### src/design/scc_pkg.sv
package scc_pkg;

    // vertex numbers inside the solver (room for a count up to 127)
    localparam int VXW = 7;
    // vertex field width on the stream
    localparam int VFW = 6;

    typedef enum logic [3:0] {
        ST_IDLE,
        ST_OUTER,
        ST_SCAN,
        ST_EDGE,
        ST_STACK_RD,
        ST_FIN_POP,
        ST_FIN_RD,
        ST_DONE
    } t_state;

    typedef enum logic {
        OP_ADD   = 1'b0,
        OP_SOLVE = 1'b1
    } t_op;

    typedef enum logic {
        PH_FORWARD = 1'b0,
        PH_REVERSE = 1'b1
    } t_phase;

endpackage

### src/design/count_strongly_connected_components_core.sv
// channel | direction | tdata (low bit up)                      | tuser
// s_axis  | in        | source_vertex[5:0], target_vertex[11:6] | op
// m_axis  | out       | component_count[6:0], edges_dropped[7]  | -
// cfg     | in        | vertex_count[6:0] on i_cfg_we           | -
//
// an add-edge item leaves the core in idle, so the next item can follow right away.
// a solve item scans the edge store through the scan and edge states for every
// vertex in both depth-first passes, bounded by the single read port of the edge
// memory; input stalls until the result is registered.
// reset (synchronous, active low) clears the edge count, drop flag, visited
// marks and handshake state; the memories need no clearing.
// a solve waits in its last state while a previous result is still untaken.
module count_strongly_connected_components_core
    import scc_pkg::*;
#(
    parameter int MAX_VERTICES = 64,
    parameter int MAX_EDGES    = 256
) (
    input  logic        i_clk,
    input  logic        i_rst_n,
    input  logic        i_cfg_we,
    input  logic [6:0]  i_cfg_data,      // vertex_count
    input  logic        i_s_axis_tvalid,
    output logic        o_s_axis_tready,
    input  logic [15:0] i_s_axis_tdata,  // source_vertex[5:0], target_vertex[11:6]
    input  logic        i_s_axis_tuser,  // op
    output logic        o_m_axis_tvalid,
    input  logic        i_m_axis_tready,
    output logic [7:0]  o_m_axis_tdata   // component_count[6:0], edges_dropped[7]
);

    localparam int EW  = $clog2(MAX_EDGES + 1);
    localparam int AW  = (MAX_EDGES > 1) ? $clog2(MAX_EDGES) : 1;
    localparam int SPW = $clog2(MAX_VERTICES + 1);
    localparam int IW  = $clog2(MAX_VERTICES);
    localparam int STW = VXW + EW;

    t_state n_state, r_state;
    logic [6:0]     r_vc;
    logic [EW-1:0]  r_total, n_total;
    logic           r_drop, n_drop;
    t_phase         r_phase, n_phase;
    logic [VXW-1:0] r_ov, n_ov;
    logic [VXW-1:0] r_cur_v, n_cur_v;
    logic [EW-1:0]  r_cur_i, n_cur_i;
    logic [SPW-1:0] r_sp, n_sp;
    logic [SPW-1:0] r_ftop, n_ftop;
    logic [6:0]     r_count, n_count;
    logic [MAX_VERTICES-1:0] r_visited;
    logic           r_out_valid, n_out_valid;
    logic [7:0]     r_out_data, n_out_data;

    // memories
    logic [2*VFW-1:0] r_edge_mem [MAX_EDGES];
    logic [STW-1:0]   r_stack_mem [MAX_VERTICES];
    logic [VXW-1:0]   r_fin_mem [MAX_VERTICES];
    logic [2*VFW-1:0] r_em_q;
    logic [STW-1:0]   r_st_q;
    logic [VXW-1:0]   r_fo_q;

    logic             em_we, st_we, fo_we;
    logic [AW-1:0]    em_wa, em_ra;
    logic [2*VFW-1:0] em_wd;
    logic [IW-1:0]    st_wa, st_ra, fo_wa, fo_ra;
    logic [STW-1:0]   st_wd;
    logic [VXW-1:0]   fo_wd;

    logic           vis_clr, vis_set, vis_rd;
    logic [IW-1:0]  vis_sidx, vis_ridx;

    logic           in_acc;
    logic [6:0]     n_live;
    logic [VXW-1:0] in_src, in_dst, e_from, e_to;
    logic           e_match;
    logic [SPW-1:0] sp_dec, sp_dec2, ftop_dec;

    assign in_acc = i_s_axis_tvalid && o_s_axis_tready;
    assign o_s_axis_tready = (r_state == ST_IDLE);
    assign o_m_axis_tvalid = r_out_valid;
    assign o_m_axis_tdata  = r_out_data;

    // effective vertex count
    assign n_live = ({25'b0, r_vc} > 32'(MAX_VERTICES)) ? 7'(MAX_VERTICES) : r_vc;

    assign in_src = {1'b0, i_s_axis_tdata[VFW-1:0]};
    assign in_dst = {1'b0, i_s_axis_tdata[2*VFW-1:VFW]};

    // edge endpoints in the direction of the current pass
    assign e_from = (r_phase == PH_REVERSE) ? {1'b0, r_em_q[2*VFW-1:VFW]}
                                            : {1'b0, r_em_q[VFW-1:0]};
    assign e_to   = (r_phase == PH_REVERSE) ? {1'b0, r_em_q[VFW-1:0]}
                                            : {1'b0, r_em_q[2*VFW-1:VFW]};

    assign sp_dec   = r_sp - SPW'(1);
    assign sp_dec2  = r_sp - SPW'(2);
    assign ftop_dec = r_ftop - SPW'(1);

    // visited mark lookup, one address per state
    always_comb begin
        unique case (r_state)
            ST_OUTER: vis_ridx = IW'(r_ov);
            ST_FIN_RD: vis_ridx = IW'(r_fo_q);
            default: vis_ridx = IW'(e_to);
        endcase
    end
    assign vis_rd = r_visited[vis_ridx];

    assign e_match = (e_from == r_cur_v) && (e_to < n_live) && (e_from < n_live)
                     && !vis_rd;

    // next state
    always_comb begin
        n_state = r_state;
        unique case (r_state)
            ST_IDLE: begin
                if (in_acc && (t_op'(i_s_axis_tuser) == OP_SOLVE)) n_state = ST_OUTER;
            end
            ST_OUTER: begin
                if (r_ov >= n_live) n_state = ST_FIN_POP;
                else if (!vis_rd) n_state = ST_SCAN;
            end
            ST_SCAN: begin
                if (r_cur_i >= r_total) begin
                    if (r_sp == SPW'(1))
                        n_state = (r_phase == PH_REVERSE) ? ST_FIN_POP : ST_OUTER;
                    else
                        n_state = ST_STACK_RD;
                end else begin
                    n_state = ST_EDGE;
                end
            end
            ST_EDGE: n_state = ST_SCAN;
            ST_STACK_RD: n_state = ST_SCAN;
            ST_FIN_POP: n_state = (r_ftop == '0) ? ST_DONE : ST_FIN_RD;
            ST_FIN_RD: begin
                if ((r_fo_q < n_live) && !vis_rd) n_state = ST_SCAN;
                else n_state = ST_FIN_POP;
            end
            ST_DONE: begin
                if (!r_out_valid || i_m_axis_tready) n_state = ST_IDLE;
            end
            default: n_state = ST_IDLE;
        endcase
    end

    // datapath and memory controls
    always_comb begin
        n_total = r_total;
        n_drop = r_drop;
        n_phase = r_phase;
        n_ov = r_ov;
        n_cur_v = r_cur_v;
        n_cur_i = r_cur_i;
        n_sp = r_sp;
        n_ftop = r_ftop;
        n_count = r_count;
        n_out_valid = r_out_valid && !i_m_axis_tready;
        n_out_data = r_out_data;
        em_we = 1'b0;
        em_wa = r_total[AW-1:0];
        em_wd = i_s_axis_tdata[2*VFW-1:0];
        em_ra = r_cur_i[AW-1:0];
        st_we = 1'b0;
        st_wa = sp_dec[IW-1:0];
        st_wd = {r_cur_v, r_cur_i};
        st_ra = sp_dec2[IW-1:0];
        fo_we = 1'b0;
        fo_wa = r_ftop[IW-1:0];
        fo_wd = r_cur_v;
        fo_ra = ftop_dec[IW-1:0];
        vis_clr = 1'b0;
        vis_set = 1'b0;
        vis_sidx = IW'(r_ov);
        unique case (r_state)
            ST_IDLE: begin
                if (in_acc) begin
                    if (t_op'(i_s_axis_tuser) == OP_ADD) begin
                        if ((r_total == EW'(MAX_EDGES)) || (in_src >= n_live)
                            || (in_dst >= n_live)) begin
                            n_drop = 1'b1;
                        end else begin
                            em_we = 1'b1;
                            n_total = r_total + EW'(1);
                        end
                    end else begin
                        vis_clr = 1'b1;
                        n_ftop = '0;
                        n_phase = PH_FORWARD;
                        n_ov = '0;
                        n_count = '0;
                    end
                end
            end
            // forward pass: next root in vertex order
            ST_OUTER: begin
                if (r_ov >= n_live) begin
                    n_phase = PH_REVERSE;
                    vis_clr = 1'b1;
                end else if (vis_rd) begin
                    n_ov = r_ov + VXW'(1);
                end else begin
                    vis_set = 1'b1;
                    vis_sidx = IW'(r_ov);
                    n_cur_v = r_ov;
                    n_cur_i = '0;
                    n_sp = SPW'(1);
                end
            end
            // fetch next edge or finish the top vertex
            ST_SCAN: begin
                if (r_cur_i >= r_total) begin
                    if ((r_phase == PH_FORWARD) && (r_ftop < SPW'(MAX_VERTICES))) begin
                        fo_we = 1'b1;
                        n_ftop = r_ftop + SPW'(1);
                    end
                    n_sp = sp_dec;
                    if ((r_sp == SPW'(1)) && (r_phase == PH_FORWARD))
                        n_ov = r_ov + VXW'(1);
                end else begin
                    n_cur_i = r_cur_i + EW'(1);
                end
            end
            // follow the edge if it leads to an unvisited vertex
            ST_EDGE: begin
                if (e_match && (r_sp < SPW'(MAX_VERTICES))) begin
                    st_we = 1'b1;
                    vis_set = 1'b1;
                    vis_sidx = IW'(e_to);
                    n_cur_v = e_to;
                    n_cur_i = '0;
                    n_sp = r_sp + SPW'(1);
                end
            end
            ST_STACK_RD: begin
                n_cur_v = r_st_q[STW-1:EW];
                n_cur_i = r_st_q[EW-1:0];
            end
            ST_FIN_POP: begin
                if (r_ftop != '0) n_ftop = ftop_dec;
            end
            // reverse pass: new component from an unvisited vertex
            ST_FIN_RD: begin
                if ((r_fo_q < n_live) && !vis_rd) begin
                    n_count = r_count + 7'd1;
                    vis_set = 1'b1;
                    vis_sidx = IW'(r_fo_q);
                    n_cur_v = r_fo_q;
                    n_cur_i = '0;
                    n_sp = SPW'(1);
                end
            end
            ST_DONE: begin
                if (!r_out_valid || i_m_axis_tready) begin
                    n_out_valid = 1'b1;
                    n_out_data = {r_drop, r_count};
                    n_total = '0;
                    n_drop = 1'b0;
                end
            end
            default: begin
            end
        endcase
    end

    // control registers
    always_ff @(posedge i_clk) begin
        if (!i_rst_n) begin
            r_state <= ST_IDLE;
            r_vc <= 7'd64;
            r_total <= '0;
            r_drop <= 1'b0;
            r_phase <= PH_FORWARD;
            r_ov <= '0;
            r_sp <= '0;
            r_ftop <= '0;
            r_count <= '0;
            r_visited <= '0;
            r_out_valid <= 1'b0;
        end else begin
            r_state <= n_state;
            if (i_cfg_we) r_vc <= i_cfg_data;
            r_total <= n_total;
            r_drop <= n_drop;
            r_phase <= n_phase;
            r_ov <= n_ov;
            r_sp <= n_sp;
            r_ftop <= n_ftop;
            r_count <= n_count;
            r_out_valid <= n_out_valid;
            if (vis_clr) r_visited <= '0;
            else if (vis_set) r_visited[vis_sidx] <= 1'b1;
        end
    end

    // payload registers
    always_ff @(posedge i_clk) begin
        r_cur_v <= n_cur_v;
        r_cur_i <= n_cur_i;
        r_out_data <= n_out_data;
    end

    // edge store
    always_ff @(posedge i_clk) begin
        if (em_we) r_edge_mem[em_wa] <= em_wd;
        r_em_q <= r_edge_mem[em_ra];
    end

    // walk stack, entries below the top
    always_ff @(posedge i_clk) begin
        if (st_we) r_stack_mem[st_wa] <= st_wd;
        r_st_q <= r_stack_mem[st_ra];
    end

    // finishing order
    always_ff @(posedge i_clk) begin
        if (fo_we) r_fin_mem[fo_wa] <= fo_wd;
        r_fo_q <= r_fin_mem[fo_ra];
    end

`ifndef SYNTHESIS
    a_sp_bound: assert property (@(posedge i_clk) disable iff (!i_rst_n)
        r_sp <= SPW'(MAX_VERTICES))
        else $error("walk stack overflow");

    a_ftop_bound: assert property (@(posedge i_clk) disable iff (!i_rst_n)
        r_ftop <= SPW'(MAX_VERTICES))
        else $error("finish order overflow");

    a_scan_sp: assert property (@(posedge i_clk) disable iff (!i_rst_n)
        (r_state == ST_SCAN) |-> (r_sp != '0))
        else $error("scan with empty stack");

    a_total_bound: assert property (@(posedge i_clk) disable iff (!i_rst_n)
        r_total <= EW'(MAX_EDGES))
        else $error("edge count beyond store");

    a_done_clears: assert property (@(posedge i_clk) disable iff (!i_rst_n)
        (r_state == ST_DONE && n_state == ST_IDLE) |=> (r_total == '0 && o_m_axis_tvalid))
        else $error("solve did not clear store");
`endif

endmodule

### config.mk
export PLATFORM = sky130hd
export DESIGN_NAME = count_strongly_connected_components_core
export DESIGN_NICKNAME = d
export VERILOG_FILES = /design/src/design/scc_pkg.sv /design/src/design/count_strongly_connected_components_core.sv
export SDC_FILE = /design/constraint.sdc
export NUM_CORES = 2
export LEC_CHECK = 0
export BUFFER_PORTS_ARGS = -buffer_cell sky130_fd_sc_hd__buf_2
export CAP_MARGIN = 20
export CORE_ASPECT_RATIO = 0.75
export CORE_MARGIN = 3
export CORE_UTILIZATION = 50
export CTS_CLUSTER_SIZE = 30
export DETAILED_ROUTE_END_ITERATION = 10
export PLACE_DENSITY = 0.65
export REMOVE_ABC_BUFFERS = 1
export SLEW_MARGIN = 10
export SYNTH_ARGS = -nofsm -noshare
export SYNTH_HDL_FRONTEND = slang
export SYNTH_MEMORY_MAX_BITS = 65536
export SYNTH_SLANG_ARGS = --single-unit
### constraint.sdc
create_clock -name i_clk -period 6.94 [get_ports i_clk]
set_input_delay 1.041 -clock i_clk [delete_from_list [all_inputs] [get_ports i_clk]]
set_output_delay 1.041 -clock i_clk [all_outputs]
set_load 0.01 [all_outputs]
==> impl_metrics.env <==
export IMPL_status="completed"
export IMPL_worstHoldEndpoint="r_vc[2]"
export IMPL_min_from="i_cfg_data[2]"
export IMPL_gr_total_overflow=0
export IMPL_endpoint_kind="flop"
export IMPL_hold_viol_final=0
export IMPL_crit_reg2reg_launch="r_vc[0]"
export IMPL_die_w_um=704.6
export IMPL_clockRootBuffer="clkbuf_16"
export IMPL_num_rows=191
export IMPL_grt_use_total=0.2331
export IMPL_yosysMostFrequentCell="edfxtp_1"
export IMPL_setup_viol_count_final=0
export IMPL_critPathLaunchType="flop"
export IMPL_route_detailed_drc=0
export IMPL_fin_hold_ws_ns=0.3457
export IMPL_viasPerCell=6.335
export IMPL_rsz0062_at_grt="false"
export IMPL_cap_violations=0
export IMPL_synth_common_cells="4568 x edfxtp_1, 1491 x mux4_2, 476 x nor2_1"
export IMPL_synth_top_area_frac=0.7496
export IMPL_cts_max_level=5
export IMPL_detail_route_first_pass_iterations=6
export IMPL_fillers=25970
export IMPL_die_area_sq_um=373400
export IMPL_wl_mm=437.1
export IMPL_layout_cells_non_filler=13640
export IMPL_areaGrowthSynthToFinish_pct=12.76
export IMPL_required_ns=7.52
export IMPL_yosysWarnings=0
export IMPL_clkTransAtPathRegs_ns=0.07
export IMPL_grt_max_degree=173
export IMPL_cts_tree="built"
export IMPL_synth_edff_count=4568
export IMPL_multi_input_area_sq_um=41170
export IMPL_postCtsSetupBuffers=0
export IMPL_ys_flop_type="edfxtp_1"
export IMPL_dpl_hpwl_mm=263.4
export IMPL_synth_top_area_cell="edfxtp_1"
export IMPL_final_min_clock_period_ns=5.677
export IMPL_port_buffers=34
export IMPL_fin_setup_tns_ns=0
export IMPL_first_iter_violations=12240
export IMPL_ant_nets=0
export IMPL_fin_util=0.5688
export IMPL_gp_congestion=0.8550
export IMPL_min_path_type="primary input to flop"
export IMPL_hold_depth=3
export IMPL_pin_count=39
export IMPL_synth_avg_cell_area_sq_um=23.03
export IMPL_num_vias=86430
export IMPL_final_period_utilization=0.8180
export IMPL_clk_path_buf_depth=4
export IMPL_dp_cells=12790
export IMPL_post_cts_resized=0
export IMPL_synth_area_sq_um=183000
export IMPL_grt_pass1_wl_mm=628.2
export IMPL_initial_core_util=0.5044
export IMPL_ir_drop_mv=0.3769
export IMPL_numCtsBuffers=440
export IMPL_synthDistinctLibCells=93
export IMPL_ys_seq_area_frac=0.7659
export IMPL_clock_sinks=4717
export IMPL_p_leak_uw=0.06348
export IMPL_fp_coreArea_sq_um=362800
export IMPL_clk_latency_ns=0.97
export IMPL_finalMaxSlewViolations=0
export IMPL_postSynthCellCount=7945
export IMPL_drive_gt1_frac=0.3097
export IMPL_wire_per_inst_um=32.04
export IMPL_fmax_ghz=0.1762
export IMPL_ys_ff_latch=4717
export IMPL_finClkSkew_ns=0.03620
export IMPL_seq_area_sq_um=140200
export IMPL_worstRegToRegCells=14
export IMPL_yosys_top_cells_area="edfxtp_1 75%, mux4_2 18%, dfxtp_1 1.6%"
export IMPL_async_reset_ff_frac=0
export IMPL_rr_endpoint="r_edge_mem[231][5]"
export IMPL_critPathArrivalTime_ns=6.25
export IMPL_pwr_density_cell_nw_per_um2=381.5
export IMPL_relSlewSlack=0.09343
export IMPL_worst_pin_slew_ns=1.360
export IMPL_postCtsHoldBufs=0
export IMPL_antenna_found_initial=38
export IMPL_crit_fanout=16
export IMPL_ff2ff_setup_slack_ns=1.26
export IMPL_fin_nets=8527
export IMPL_die_h_um=529.9
export IMPL_critical_path_class="flop to flop"
export IMPL_grt_pass1_vias=84450
[flip-flops by register name, summed over array words and instances, names as in the netlist, 8 cells and up]
name,cells
r_edge_mem,3072
r_stack_mem,1024
r_fin_mem,448
r_visited,64
r_st_q,16
r_em_q,12
r_cur_i,9
r_total,9
o_m_axis_tdata,8
[cells in the final DEF (no fill, tap or decap), types with 19 or more instances in the layout]
cell,instances
o21ai_0,23
a211oi_1,28
clkbuf_1,69
nand3_1,41
clkbuf_16,450
o21ai_1,33
nor2_1,459
clkinv_1,83
xnor2_1,26
dfxtp_1,146
mux4_2,1491
nand2_1,126
mux2i_1,37
clkinv_2,96
nor2b_1,48
buf_4,421
clkinvlp_4,19
a21oi_1,46
buf_2,22
bufinv_16,54
edfxtp_1,4568
a22o_1,39
buf_12,27
inv_1,28
ha_1,55
[through the flow]
| step | power (uW) | instance area, sq um | worst slack (ns) |
|---|---|---|---|
| after floorplan | 46690 | 181300 | -26.96 |
| after global placement | 54590 | 191300 | 0.3826 |
| after detailed placement | 54880 | 191300 | 0.4159 |
| after CTS | 79210 | 206000 | 1.145 |
| after global routing | 81340 | 206300 | 1.018 |
| final | 78720 | 206300 | 1.263 |
[worst max-delay path: stages (launching register included)]
cell and delay (ns):
dfxtp_1 0.40, nor2b_1 0.17, buf_4 0.15, ha_1 0.22, nand2b_1 0.15, maj3_1 0.37
a21o_1 0.19, a21o_1 0.19, a21oi_1 0.16, o21ai_0 0.13, a211oi_1 0.35, nor3b_1 0.63
and3_1 0.53, nand2_1 0.59, nor2_1 1.04
[cell families after synthesis]
kind of cell	count (synthesis)	share of synthesized area
DFF	4717	0.7659
xor gates and xnor gates	49	0.002345
adders and majority gates	59	0.004007
buffers and inverters	473	0.009982
and+or+nand+nor	816	0.02005
AOI/OAI and AO/OA	287	0.01119
muxes	1544	0.1865
[area by class of cell]
class | instances | share of cell area
inverter | 29 | 0.0005275
antenna | 8 | 0.00009702
tap | 4825 | 0.02926
clock inverter | 283 | 0.01475
multi-input combinational | 2755 | 0.1995
clock buffer | 527 | 0.05636
sequential | 4717 | 0.6793
timing repair buffer | 498 | 0.02023
[worst max path at each step]
stage                                 start             endpoint  cells after the start
final                               r_vc[0]   r_edge_mem[231][5]                     14
after global routing                r_vc[0]   r_edge_mem[230][5]                     14
after CTS                           r_vc[0]  r_edge_mem[229][11]                     14
after detailed placement  i_s_axis_tdata[6]   r_edge_mem[229][3]                     14
after global placement    i_s_axis_tdata[6]   r_edge_mem[225][3]                     14
after floorplan                  r_cur_i[0]    r_stack_mem[0][0]                      0
[routing by layer]
metal	routed length, um	share of wire	up-vias	global-route usage
met5	27	0.000062	-	0
met4	8027	0.018	4	0.04379
met3	49330	0.11	504	0.05764
met2	191400	0.44	4556	0.3294
met1	188400	0.43	46540	0.3737
li1	-	-	34820	-
[report_power, final]
part | switching, uW | leakage, uW | internal (uW)
Sequential | 349 | 0.0423 | 32700
Combinational | 12500 | 0.0140 | 8790
Clock | 10400 | 0.00718 | 14000
(Power assumes the default switching activity.)
